--- src/rtl/card_pair_outcome_accumulator_core_assert.svh ---
// Assertion macros shared by the card pair outcome accumulator RTL.
`ifndef CARD_PAIR_OUTCOME_ACCUMULATOR_CORE_ASSERT_SVH
`define CARD_PAIR_OUTCOME_ACCUMULATOR_CORE_ASSERT_SVH
`ifndef NO_ASSERTIONS
// Same-cycle implication, sampled on the rising clock edge, off during reset.
`define CPOA_ASSERT_IMP(label, clk, rst_n, ante, cons) \
    label: assert property (@(posedge clk) disable iff (!rst_n) (ante) |-> (cons)) \
        else $error("assertion failed");
// Next-cycle implication, sampled on the rising clock edge, off during reset.
`define CPOA_ASSERT_NXT(label, clk, rst_n, ante, cons) \
    label: assert property (@(posedge clk) disable iff (!rst_n) (ante) |=> (cons)) \
        else $error("assertion failed");
`else
`define CPOA_ASSERT_IMP(label, clk, rst_n, ante, cons)
`define CPOA_ASSERT_NXT(label, clk, rst_n, ante, cons)
`endif
`endif

--- src/rtl/cpoa_ram.sv ---
// Generic single-port-write, single-port-read RAM with registered read data.
`default_nettype none
module cpoa_ram #(
    parameter int WIDTH = 8,
    parameter int DEPTH = 16,
    localparam int ADDR_W = (DEPTH > 1) ? $clog2(DEPTH) : 1
) (
    input  wire logic              i_clk,
    input  wire logic              i_we,
    input  wire logic [ADDR_W-1:0] i_waddr,
    input  wire logic [WIDTH-1:0]  i_wdata,
    input  wire logic              i_re,
    input  wire logic [ADDR_W-1:0] i_raddr,
    output logic      [WIDTH-1:0]  o_rdata
);

    logic [WIDTH-1:0] r_mem [DEPTH];
    logic [WIDTH-1:0] r_rdata;

    always_ff @(posedge i_clk) begin
        if (i_we) begin
            r_mem[i_waddr] <= i_wdata;
        end
        if (i_re) begin
            r_rdata <= r_mem[i_raddr];
        end
    end

    assign o_rdata = r_rdata;

endmodule
`default_nettype wire

--- config.mk ---
export PLATFORM = sky130hd
export DESIGN_NAME = cpoa_ram
export DESIGN_NICKNAME = d
export VERILOG_FILES = /design/src/rtl/card_pair_outcome_accumulator_core_assert.svh /design/src/rtl/cpoa_ram.sv
export SDC_FILE = /design/constraint.sdc
export NUM_CORES = 1
export LEC_CHECK = 0
export BUFFER_PORTS_ARGS = -buffer_cell sky130_fd_sc_hd__buf_4
export CORE_ASPECT_RATIO = 1.1
export CORE_MARGIN = 10
export CORE_UTILIZATION = 40
export CTS_BUF_LIST = sky130_fd_sc_hd__clkbuf_2 sky130_fd_sc_hd__clkbuf_4 sky130_fd_sc_hd__clkbuf_8
export DETAILED_ROUTE_END_ITERATION = 8
export PLACE_DENSITY = 0.58
export SLEW_MARGIN = 10
export SYNTH_ARGS = -nofsm -noshare
export SYNTH_HDL_FRONTEND = slang
export SYNTH_SLANG_ARGS = --single-unit
--- constraint.sdc ---
create_clock -name i_clk -period 2.64 [get_ports i_clk]
set_input_delay 0.396 -clock i_clk [delete_from_list [all_inputs] [get_ports i_clk]]
set_output_delay 0.396 -clock i_clk [all_outputs]
set_load 0.02 [all_outputs]
==> summary.md, run 1 <==
| Metric | Value |
|---|---|
| Status | completed |
| CP top delay family | multiplexers |
| Post-DR vias/cell | 5.361 |
| Total number of vias | 2418 |
| WP data arrival | around 1.7 ns |
| CP startpoint kind | input port |
| Min-delay worst type | input port to flip-flop |
| Nets | 300 |
| Syn Inst Count | 229 |
| Post-CTS Hold Fix Bufs | 0 |
| First-pass GRT wire length | 15.01 mm |
| Die Area | about 18000 um^2 |
| Congestion Overflow GR | 0 |
| Place WS | 0.6240 ns |
| FMAX | 645.1 MHz |
| Total core area | around 13000 um^2 |
| CTS clock-pin slew for the worst setup and hold paths | around 0.07 ns |
| Share of post-route cells with drive strength above 1 | 0.3129 |
| Final hold vios | 0 |
| Dpl cell area | roughly 5700 um^2 |
| Drc violations | 0 |
| Yosys warnings | 0 |
| CP max-delay cell | mux4_1 |
| Die height | 139.9 um |
| Vias in the first global route | 2543 |
| Syn nets | 248 |
| Setup CP Type | input port to flip-flop |
| Detail Route Antenna Nets | 0 |
| Cell Chain, Critical Path | buf_4 > buf_12 > mux4_1 > a22oi_1 > nand2_1 |
| Final WS setup | 1.090 ns |
| DR WL/cell | 22.33 um |
| R2r setup slk | 1.13 ns |
| ANT cells | 0 |
| Tmin final | 1.550 ns |
| VDD IR max | 0.3162 mV |
| Ports | 27 |
| Crit Path Max Fanout | 32 |
| Count of cell types in the netlist | 18 |
| Endpoint type of the worst setup path | flip-flop |
| RSZ-0062 raised after global routing | false |
| Syn Area/Cell | ~23 um^2 |
| Rows | between 40 and 50 |
| Root Driver | clkbuf_8 |
| Syn-to-layout area delta | 16.97% |
| Critical Path RT | 2.82 ns |
| Pwr/cell area | 742.3 nW/um^2 |
| Clk buf depth | 2 |
| Part of the cycle the worst path needs | 0.5872 |
| IO Port Bufs | 26 |
| Leakage power | 2.039 nW |
| Clk Latency, worst-skew pair | 0.42 ns |
| Sum Neg Setup Slack | 0 ns |
| Fin. max-slew vios | 0 |
| Final hold slack | 0.2814 ns |
| Initial antenna violation count | 0 |
| Initial detailed-routing violation count | 215 |
| CTS tree | yes |
| Design Power | 0.004539 W |
| Max-Cap Viols | 0 |
| Clock sink total | 136 |
| Largest net degree at the start of global routing | 33 |
| Synth Cell Area | 5228 um^2 |
| Routed WL | 10.07 mm |
| GRT Resource Usage Total | 0.1162 |
| CP max stage delay | 0.63 ns |
| #FFs+latches synth | 136 |
| Post-CTS Setup Bufs | 0 |
| Post-DP HPWL | 6.366 mm |
| Horiz. Die Dim | around 130 um |
| CTS buffer count | 17 |
| # setup viols final | 0 |
| Sequential element share of the synthesized area | 0.7812 |
| Post_cts resized | 0 |
| H-tree depth | 4 |
| Finished Cell Area | around 6100 um^2 |
| WP buf/inv | 2 |
| Max Clock Skew | about 0.011 ns |
| GPL Wtd Cong | 0.6983 |
| Starting Density | 0.4117 |
| Tightest Pin Transition | 0.7461 ns |
| Drt pass-1 iters | 4 |
| Slew Limit Headroom | 0.5016 |
==> worst reg2reg max path: cells and delay by family (launching register included) <==
kind	cells	cell delay, ns
muxes	1	0.55
DFF	1	0.36
AOI/OAI and AO/OA	1	0.27
and+or+nand+nor	1	0.08
==> kinds of logic (layout without fill, tap and decap cells) <==
family,Yosys count,after routing,share of synthesized area
AO/OA/AOI/OAI,16,16,0.02298
buffers and inverters,10,75,0.01651
flip-flops,136,136,0.7812
multiplexers,32,32,0.1479
AND/OR/NAND/NOR,35,35,0.03136
==> synth_stat cells <==
| cell type | number | share of area |
|---|---|---|
| nand3b_1 | 2 | 0.0029 |
| mux4_1 | 14 | 0.070 |
| or3b_2 | 1 | 0.0017 |
| and2_1 | 1 | 0.0012 |
| mux4_2 | 18 | 0.078 |
| buf_6 | 3 | 0.0065 |
| a22oi_1 | 16 | 0.023 |
| buf_2 | 3 | 0.0029 |
| clkdlybuf4s25_2 | 3 | 0.0057 |
| nor2b_1 | 1 | 0.0012 |
| edfxtp_1 | 136 | 0.78 |
| buf_4 | 1 | 0.0014 |
| nand2_1 | 9 | 0.0065 |
| nand2b_1 | 2 | 0.0024 |
| nor2_1 | 13 | 0.0093 |
| and2b_1 | 1 | 0.0014 |
| nor3_1 | 4 | 0.0038 |
| nand3_1 | 1 | 0.00096 |
==> metrics by stage <==
stage / cells / utilization
3_5_place_dp: 419 / 0.4468
6_report: 451 / 0.4816
2_1_floorplan: 229 / -
3_3_place_gp: 419 / 0.4468
4_1_cts: 451 / 0.4816
5_1_grt: 451 / 0.4816
==> area by class of cell <==
class | count | area (um^2)
multi-input cells | 83 | 1057
fillers | 1031 | 6583
clock inverters | 15 | 207.7
clock buffers | 17 | 234.0
well taps | 157 | 196.4
flip-flops and latches | 136 | 4084
repair buffers | 43 | 335.3
==> state kept, by name, indices dropped and copies added, names as in the netlist <==
name and flops:
r_mem 128, o_rdata 8
==> power breakdown <==
group	internal, W	switching (W)
clock	0.00111	0.000745
combinational	0.000105	0.000136
sequential	0.00243	0.0000129
total	0.00364	0.000894
==> cells in the final DEF (no fill, tap or decap) <==
cell type,count
nor2b_1,1
buf_4,42
nand3b_1,2
or3b_2,1
bufinv_16,5
clkbuf_8,17
clkinv_2,4
nor2_1,13
mux4_1,14
buf_12,1
clkinv_1,2
edfxtp_1,136
nand2_1,9
nand3_1,1
nor3_1,4
mux4_2,18
nand2b_1,2
and2b_1,1
and2_1,1
clkinvlp_4,4
a22oi_1,16
==> final timing paths <==
path	end	startpoint	cells past startpoint
worst min-delay path	r_mem[15][6]$_DFFE_PP_	i_wdata[6]	1
worst min register to register	o_rdata[3]$_DFFE_PP_	r_mem[12][3]$_DFFE_PP_	3
worst max register to register	o_rdata[3]$_DFFE_PP_	r_mem[5][3]$_DFFE_PP_	3
worst max-delay path	o_rdata[3]$_DFFE_PP_	i_raddr[0]	5
==> per-layer routing <==
layer / vias up / global-route usage / wire length, um
li1: 1080 / - / -
met1: 1239 / 0.1482 / 4278
met5: - / 0 / 0
met3: 8 / 0.04002 / 770
met4: 0 / 0.05153 / 144
met2: 91 / 0.1755 / 4876
Note: power is estimated with default switching activity, not from simulation.
==> run 2: changes to the inputs <==
--- a/config.mk
+++ b/config.mk
@@ -11,7 +11,7 @@
 export CORE_UTILIZATION = 40
 export CTS_BUF_LIST = sky130_fd_sc_hd__clkbuf_2 sky130_fd_sc_hd__clkbuf_4 sky130_fd_sc_hd__clkbuf_8
 export DETAILED_ROUTE_END_ITERATION = 8
-export PLACE_DENSITY = 0.58
+export PLACE_DENSITY = 0.6
 export SLEW_MARGIN = 10
 export SYNTH_ARGS = -nofsm -noshare
 export SYNTH_HDL_FRONTEND = slang
==> constraint.sdc (replaced) <==
create_clock -name i_clk -period 1.2 [get_ports i_clk]
set_input_delay 0.18 -clock i_clk [delete_from_list [all_inputs] [get_ports i_clk]]
set_output_delay 0.18 -clock i_clk [all_outputs]
set_load 0.02 [all_outputs]
==> run 2 against run 1 <==
  * The run now ends with setup timing left
  * Count of clock-buffer cells in the layout up 2
  * Clock power up 83%
  * Via count is 3.2% higher
  * Combinational power increased to 2.8 times the previous value
  * Cell area up 4.1%
  * Die area did not move
  * Flip-flop and latch count is the same
  * Worst setup slack got worse by 1.3 ns
  * Clock skew down 0.0027 ns
  * Largest power group unchanged
==> summary.md, run 2 (synthesized netlist as in run 1, its figures left out) <==
| Metric | Value |
|---|---|
| Drt pass-1 iters | 5 |
| Place WS | -0.5657 ns |
| Total number of vias | 2495 |
| Register Area | 4084 um^2 |
| H-tree depth | 4 |
| Ports | 27 |
| WP data arrival | 1.58 ns |
| VDD IR max | 0.7146 mV |
| First-pass GRT wire length | approximately 16 mm |
| Final hold slack | 0.06815 ns |
| Min-delay worst type | input port to flip-flop |
| Die Area | 18050 um^2 |
| Max reg flops | 128 |
| Initial detailed-routing violation count | 173 |
| CTS tree | yes |
| FMAX | between 700 and 800 MHz |
| Critical Path RT | 1.36 ns |
| Largest Register | r_mem |
| CTS buffer count | 17 |
| Final hold vios | 0 |
| Crit Path Max Fanout | 1 |
| Dpl cell area | 5931 um^2 |
| Root Driver | clkbuf_8 |
| ANT cells | 0 |
| Endpoint type of the worst setup path | flip-flop |
| IO Port Bufs | 26 |
| Finished Cell Area | 6365 um^2 |
| Pwr/cell area | 1483 nW/um^2 |
| Clk buf depth | 2 |
| Max Clock Skew | 0.008085 ns |
| Horiz. Die Dim | 129 um |
| Largest net degree at the start of global routing | 20 |
| Post-CTS Setup Bufs | 0 |
| Fin. max-slew vios | 0 |
| Post-CTS Hold Fix Bufs | 0 |
| Max-Cap Viols | 0 |
| Starting Density | 0.4117 |
| DR WL/cell | 22.28 um |
| Tmin final | 1.422 ns |
| Tightest Pin Transition | ~0.93 ns |
| Failing checks | setup timing |
| Die height | 139.9 um |
| Setup CP Type | flip-flop to flip-flop |
| Routed WL | 10.47 mm |
| RSZ-0062 raised after global routing | true |
| Nets | 319 |
| Commonest cells after routing, fill and taps aside | edfxtp_1, buf_4, mux4_2, clkbuf_8, a22oi_2 |
| Final Util | 0.5013 |
| Congestion Overflow GR | 0 |
| Clock Power Share | 0.359 |
| GRT Resource Usage Total | 0.1236 |
| Syn-to-layout area delta | 21.76% |
| Leakage power | 2.106 nW |
| Net Switching | 0.001933 W |
| Area of the multi-input gates | 1111 um^2 |
| Status | finished with violations |
| Fillcell total | about 1000 |
| Vias in the first global route | between 2000 and 3000 |
| Clk Latency, worst-skew pair | 0.42 ns |
| Share of post-route cells with drive strength above 1 | 0.4441 |
| Combinational share of power | 0.071 |
| Clock sink total | 136 |
| # setup viols final | 9 |
| Part of the cycle the worst path needs | 1.185 |
| Initial antenna violation count | 0 |
| Post-DP HPWL | 6.950 mm |
| Rows | between 40 and 50 |
| Detail Route Antenna Nets | 0 |
| GPL Wtd Cong | 0.7490 |
| Total core area | 12700 um^2 |
| Sequential power share | 0.570 |
| P_int | 0.007508 W |
| Final WS setup | -0.2220 ns |
| CTS clock-pin slew for the worst setup and hold paths | 0.07 ns |
| Most common cell after layout, fill and taps aside | edfxtp_1 |
| Post-DR vias/cell | 5.309 |
| Drc violations | 0 |
| Slew Limit Headroom | 0.3783 |
| CP startpoint kind | flip-flop |
| Sw frac | 0.2047 |
[run 2: critical path, stage by stage, from the launching register on]
cell and delay [ns]:
edfxtp_1 0.36, mux4_2 0.50, a22oi_2 0.20, nand2_1 0.11
[run 2: stage by stage]
stage,std cells,total power [W],TNS (ns)
3_5_place_dp,438,0.006128,-18.00
6_report,470,0.009440,-1.557
2_1_floorplan,229,0.005805,-2.337
4_1_cts,470,0.009532,-1.707
5_1_grt,470,0.009828,-2.006
3_3_place_gp,438,0.006112,-16.48
[run 2: what timing repair did]
action / in CTS / in global routing
resized for setup: 13 / 5
endpoints found under the setup margin: 12 / 14
pin swaps: 3 / 3
[run 2: final timing paths]
path	from	depth (start not counted)	slack [ns]	end
worst max-delay path	r_mem[3][2]$_DFFE_PP_	3	-0.22	o_rdata[2]$_DFFE_PP_
worst min-delay path	i_wdata[5]	1	0.07	r_mem[7][5]$_DFFE_PP_
worst max register to register	r_mem[3][2]$_DFFE_PP_	3	-0.22	o_rdata[2]$_DFFE_PP_
worst min register to register	r_mem[4][5]$_DFFE_PP_	3	0.75	o_rdata[5]$_DFFE_PP_
[run 2: final cells by class]
type / instances / share of cell area
Tap cell: 157 / 0.03086
Clock inverter: 13 / 0.01750
Multi-Input combinational cell: 83 / 0.1746
Clock buffer: 19 / 0.03912
Timing Repair Buffer: 62 / 0.09632
Sequential cell: 136 / 0.6416
[run 2: metal layers]
layer  global-route usage  vias up  wire length, um
met1               0.1590     1299             4214
met5                    0        -                0
met3              0.03284        6              742
li1                     -     1109                -
met2               0.1965       81             5427
met4              0.04494        0               88
[run 2: power by group through the flow]
stage	sequential (W)	combinational [W]	clock (W)
floorplan	0.00550	0.000303	0
finish	0.00538	0.000668	0.00339
global route	0.00539	0.000721	0.00372
detailed placement	0.00548	0.000643	0
global placement	0.00548	0.000631	0
CTS	0.00538	0.000670	0.00348
==> run 3: changes to the inputs <==
--- a/config.mk
+++ b/config.mk
@@ -8,10 +8,10 @@
 export BUFFER_PORTS_ARGS = -buffer_cell sky130_fd_sc_hd__buf_4
 export CORE_ASPECT_RATIO = 1.1
 export CORE_MARGIN = 10
-export CORE_UTILIZATION = 40
+export CORE_UTILIZATION = 30
 export CTS_BUF_LIST = sky130_fd_sc_hd__clkbuf_2 sky130_fd_sc_hd__clkbuf_4 sky130_fd_sc_hd__clkbuf_8
 export DETAILED_ROUTE_END_ITERATION = 8
-export PLACE_DENSITY = 0.6
+export PLACE_DENSITY = 0.48
 export SLEW_MARGIN = 10
 export SYNTH_ARGS = -nofsm -noshare
 export SYNTH_HDL_FRONTEND = slang
==> run 3 against run 2 <==
  * The run still ends with setup timing left
  * Largest cell class unchanged
  * Count of clock-buffer cells in the layout decreased by 2
  * Combinational power is 2% higher
  * Cell area is 3.0% higher
  * Register-to-register slack worse by 0.05 ns
  * Non-clock buffer count grew 5
  * Fmax down 3.7%
  * Largest power group unchanged
  * Via count fell by 1.3%
==> summary.md, run 3 (synthesized netlist as in run 1, its figures left out) <==
| Metric | Value |
|---|---|
| Drt pass-1 iters | 4 |
| Horiz. Die Dim | 145.9 um |
| Leakage power | roughly 2.2 nW |
| Final WS setup | -0.2761 ns |
| Pwr/cell area | 1558 nW/um^2 |
| Hold wc startpoint | i_wdata[4] |
| Clock sink total | between 100 and 150 |
| H-tree depth | 4 |
| Die Area | approximately 23000 um^2 |
| GRT Resource Usage Total | 0.1024 |
| Largest net degree at the start of global routing | 17 |
| CTS clock-pin slew for the worst setup and hold paths | 0.07 ns |
| Worst Setup SP | r_mem[3][5]$_DFFE_PP_ |
| Total number of vias | 2463 |
| Total core area | ~17000 um^2 |
| Setup CP Type | flip-flop to flip-flop |
| Endpoint type of the worst setup path | flip-flop |
| Post-CTS Hold Fix Bufs | 0 |
| Max reg flops | 128 |
| GPL Wtd Cong | 0.7180 |
| Failing checks | setup timing |
| # setup viols final | 11 |
| CP startpoint kind | flip-flop |
| Crit Path Max Fanout | 1 |
| Rows | 50 |
| ANT cells | 0 |
| First-pass GRT wire length | about 17 mm |
| Starting Density | 0.3061 |
| Congestion Overflow GR | 0 |
| Root Driver | clkbuf_8 |
| Min-delay worst type | input port to flip-flop |
| Initial detailed-routing violation count | 206 |
| Share of post-route cells with drive strength above 1 | 0.4560 |
| Routed WL | 11.21 mm |
| Syn-to-layout area delta | 25.42% |
| Post-DP HPWL | 7.728 mm |
| Ports | 27 |
| Place WS | -0.5376 ns |
| Vias in the first global route | around 2700 |
| Clk buf depth | 2 |
| FMAX | 677.4 MHz |
| Part of the cycle the worst path needs | 1.230 |
| CTS tree | yes |
| Reg-to-reg startpoint | r_mem[3][5]$_DFFE_PP_ |
| Slew Limit Headroom | 0.4072 |
| Detail Route Antenna Nets | 0 |
| Final hold vios | 0 |
| Fillcell total | 1521 |
| CTS buffer count | 17 |
| RSZ-0062 raised after global routing | true |
| Tmin final | 1.476 ns |
| Max-Cap Viols | 0 |
| Status | finished with violations |
| Dpl cell area | 6065 um^2 |
| Initial antenna violation count | 0 |
| Most common cell after layout, fill and taps aside | edfxtp_1 |
| Commonest cells after routing, fill and taps aside | edfxtp_1, buf_4, mux4_2, clkbuf_8, a22oi_1 |
| IO Port Bufs | 26 |
| WP data arrival | 1.66 ns |
| Max Clock Skew | 0.007132 ns |
| Critical Path RT | 1.39 ns |
| Clk Latency, worst-skew pair | 0.44 ns |
| Final Util | 0.3839 |
| Largest Register | r_mem |
| Fin. max-slew vios | 0 |
| Nets | 324 |
| VDD IR max | 0.5994 mV |
| Drc violations | 0 |
| DR WL/cell | between 20 and 25 um |
| Post-DR vias/cell | approximately 4.5 |
| Die height | about 160 um |
| Finished Cell Area | 6556 um^2 |
| Tightest Pin Transition | 0.8859 ns |
[run 3: cell count changes in the layout (fill, tap and decap cells not counted)]
cell	previous run	this run
a22oi_1	5	11
a22oi_2	11	5
buf_4	46	50
buf_6	6	7
bufinv_16	2	5
clkbuf_4	2	0
clkinv_1	6	0
clkinv_2	4	7
clkinv_4	1	0
clkinvlp_4	0	3
nand2_1	9	8
nand2_2	0	1
[run 3: through the flow]
step	setup TNS [ns]	hold WS, ns	total power (W)	cells
after floorplan	-2.337	0.2789	0.005805	229
after global placement	-17.49	0.4872	0.006145	520
after detailed placement	-18.73	0.5056	0.006158	520
after CTS	-2.195	0.02558	0.01032	552
after global routing	-2.594	0.03453	0.01062	552
final	-1.970	0.04777	0.01021	552
[run 3: worst max-delay path, stage by stage, from the launching register on]
cell      delay, ns
edfxtp_1       0.37
mux4_2         0.50
a22oi_2        0.17
buf_4          0.15
nand2_2        0.05
[run 3: path summary, 6_finish.rpt]
kind	end	slack [ns]	cells after the start
worst min-delay path	r_mem[14][4]$_DFFE_PP_	0.05	1
worst max register to register	o_rdata[5]$_DFFE_PP_	-0.28	4
worst min register to register	o_rdata[0]$_DFFE_PP_	0.75	3
worst max-delay path	o_rdata[5]$_DFFE_PP_	-0.28	4
[run 3: final cells by class]
type                    count  area [um^2]  share of cell area
well taps                 234        292.8             0.04466
clock buffers              17        234.0             0.03569
multi-input cells          83         1084              0.1653
clock inverters            15        207.7             0.03168
repair buffers             67        654.4             0.09981
flip-flops and latches    136         4084              0.6229
[run 3: per-layer routing]
layer | vias to the layer above | GRT usage | wire [um]
li1 | 1119 | - | -
met1 | 1270 | 0.1359 | 5310
met2 | 62 | 0.1531 | 5205
met3 | 12 | 0.03237 | 560
met4 | 0 | 0.04046 | 129
met5 | - | 0 | 0
[run 3: what timing repair did]
| item | in CTS | in global routing |
|---|---|---|
| pin swaps | 1 | 1 |
| gates resized for setup | 11 | 3 |
| buffers inserted | 0 | 0 |
| endpoints found under the hold margin | 0 | 0 |
| endpoints found under the setup margin | 13 | 15 |
[run 3: where the power goes]
group          switching [W]  internal [W]  total, W
Sequential         0.0000368       0.00535   0.00538
Clock                0.00171       0.00244   0.00415
Combinational       0.000346      0.000336  0.000682
Total                0.00209       0.00812    0.0102
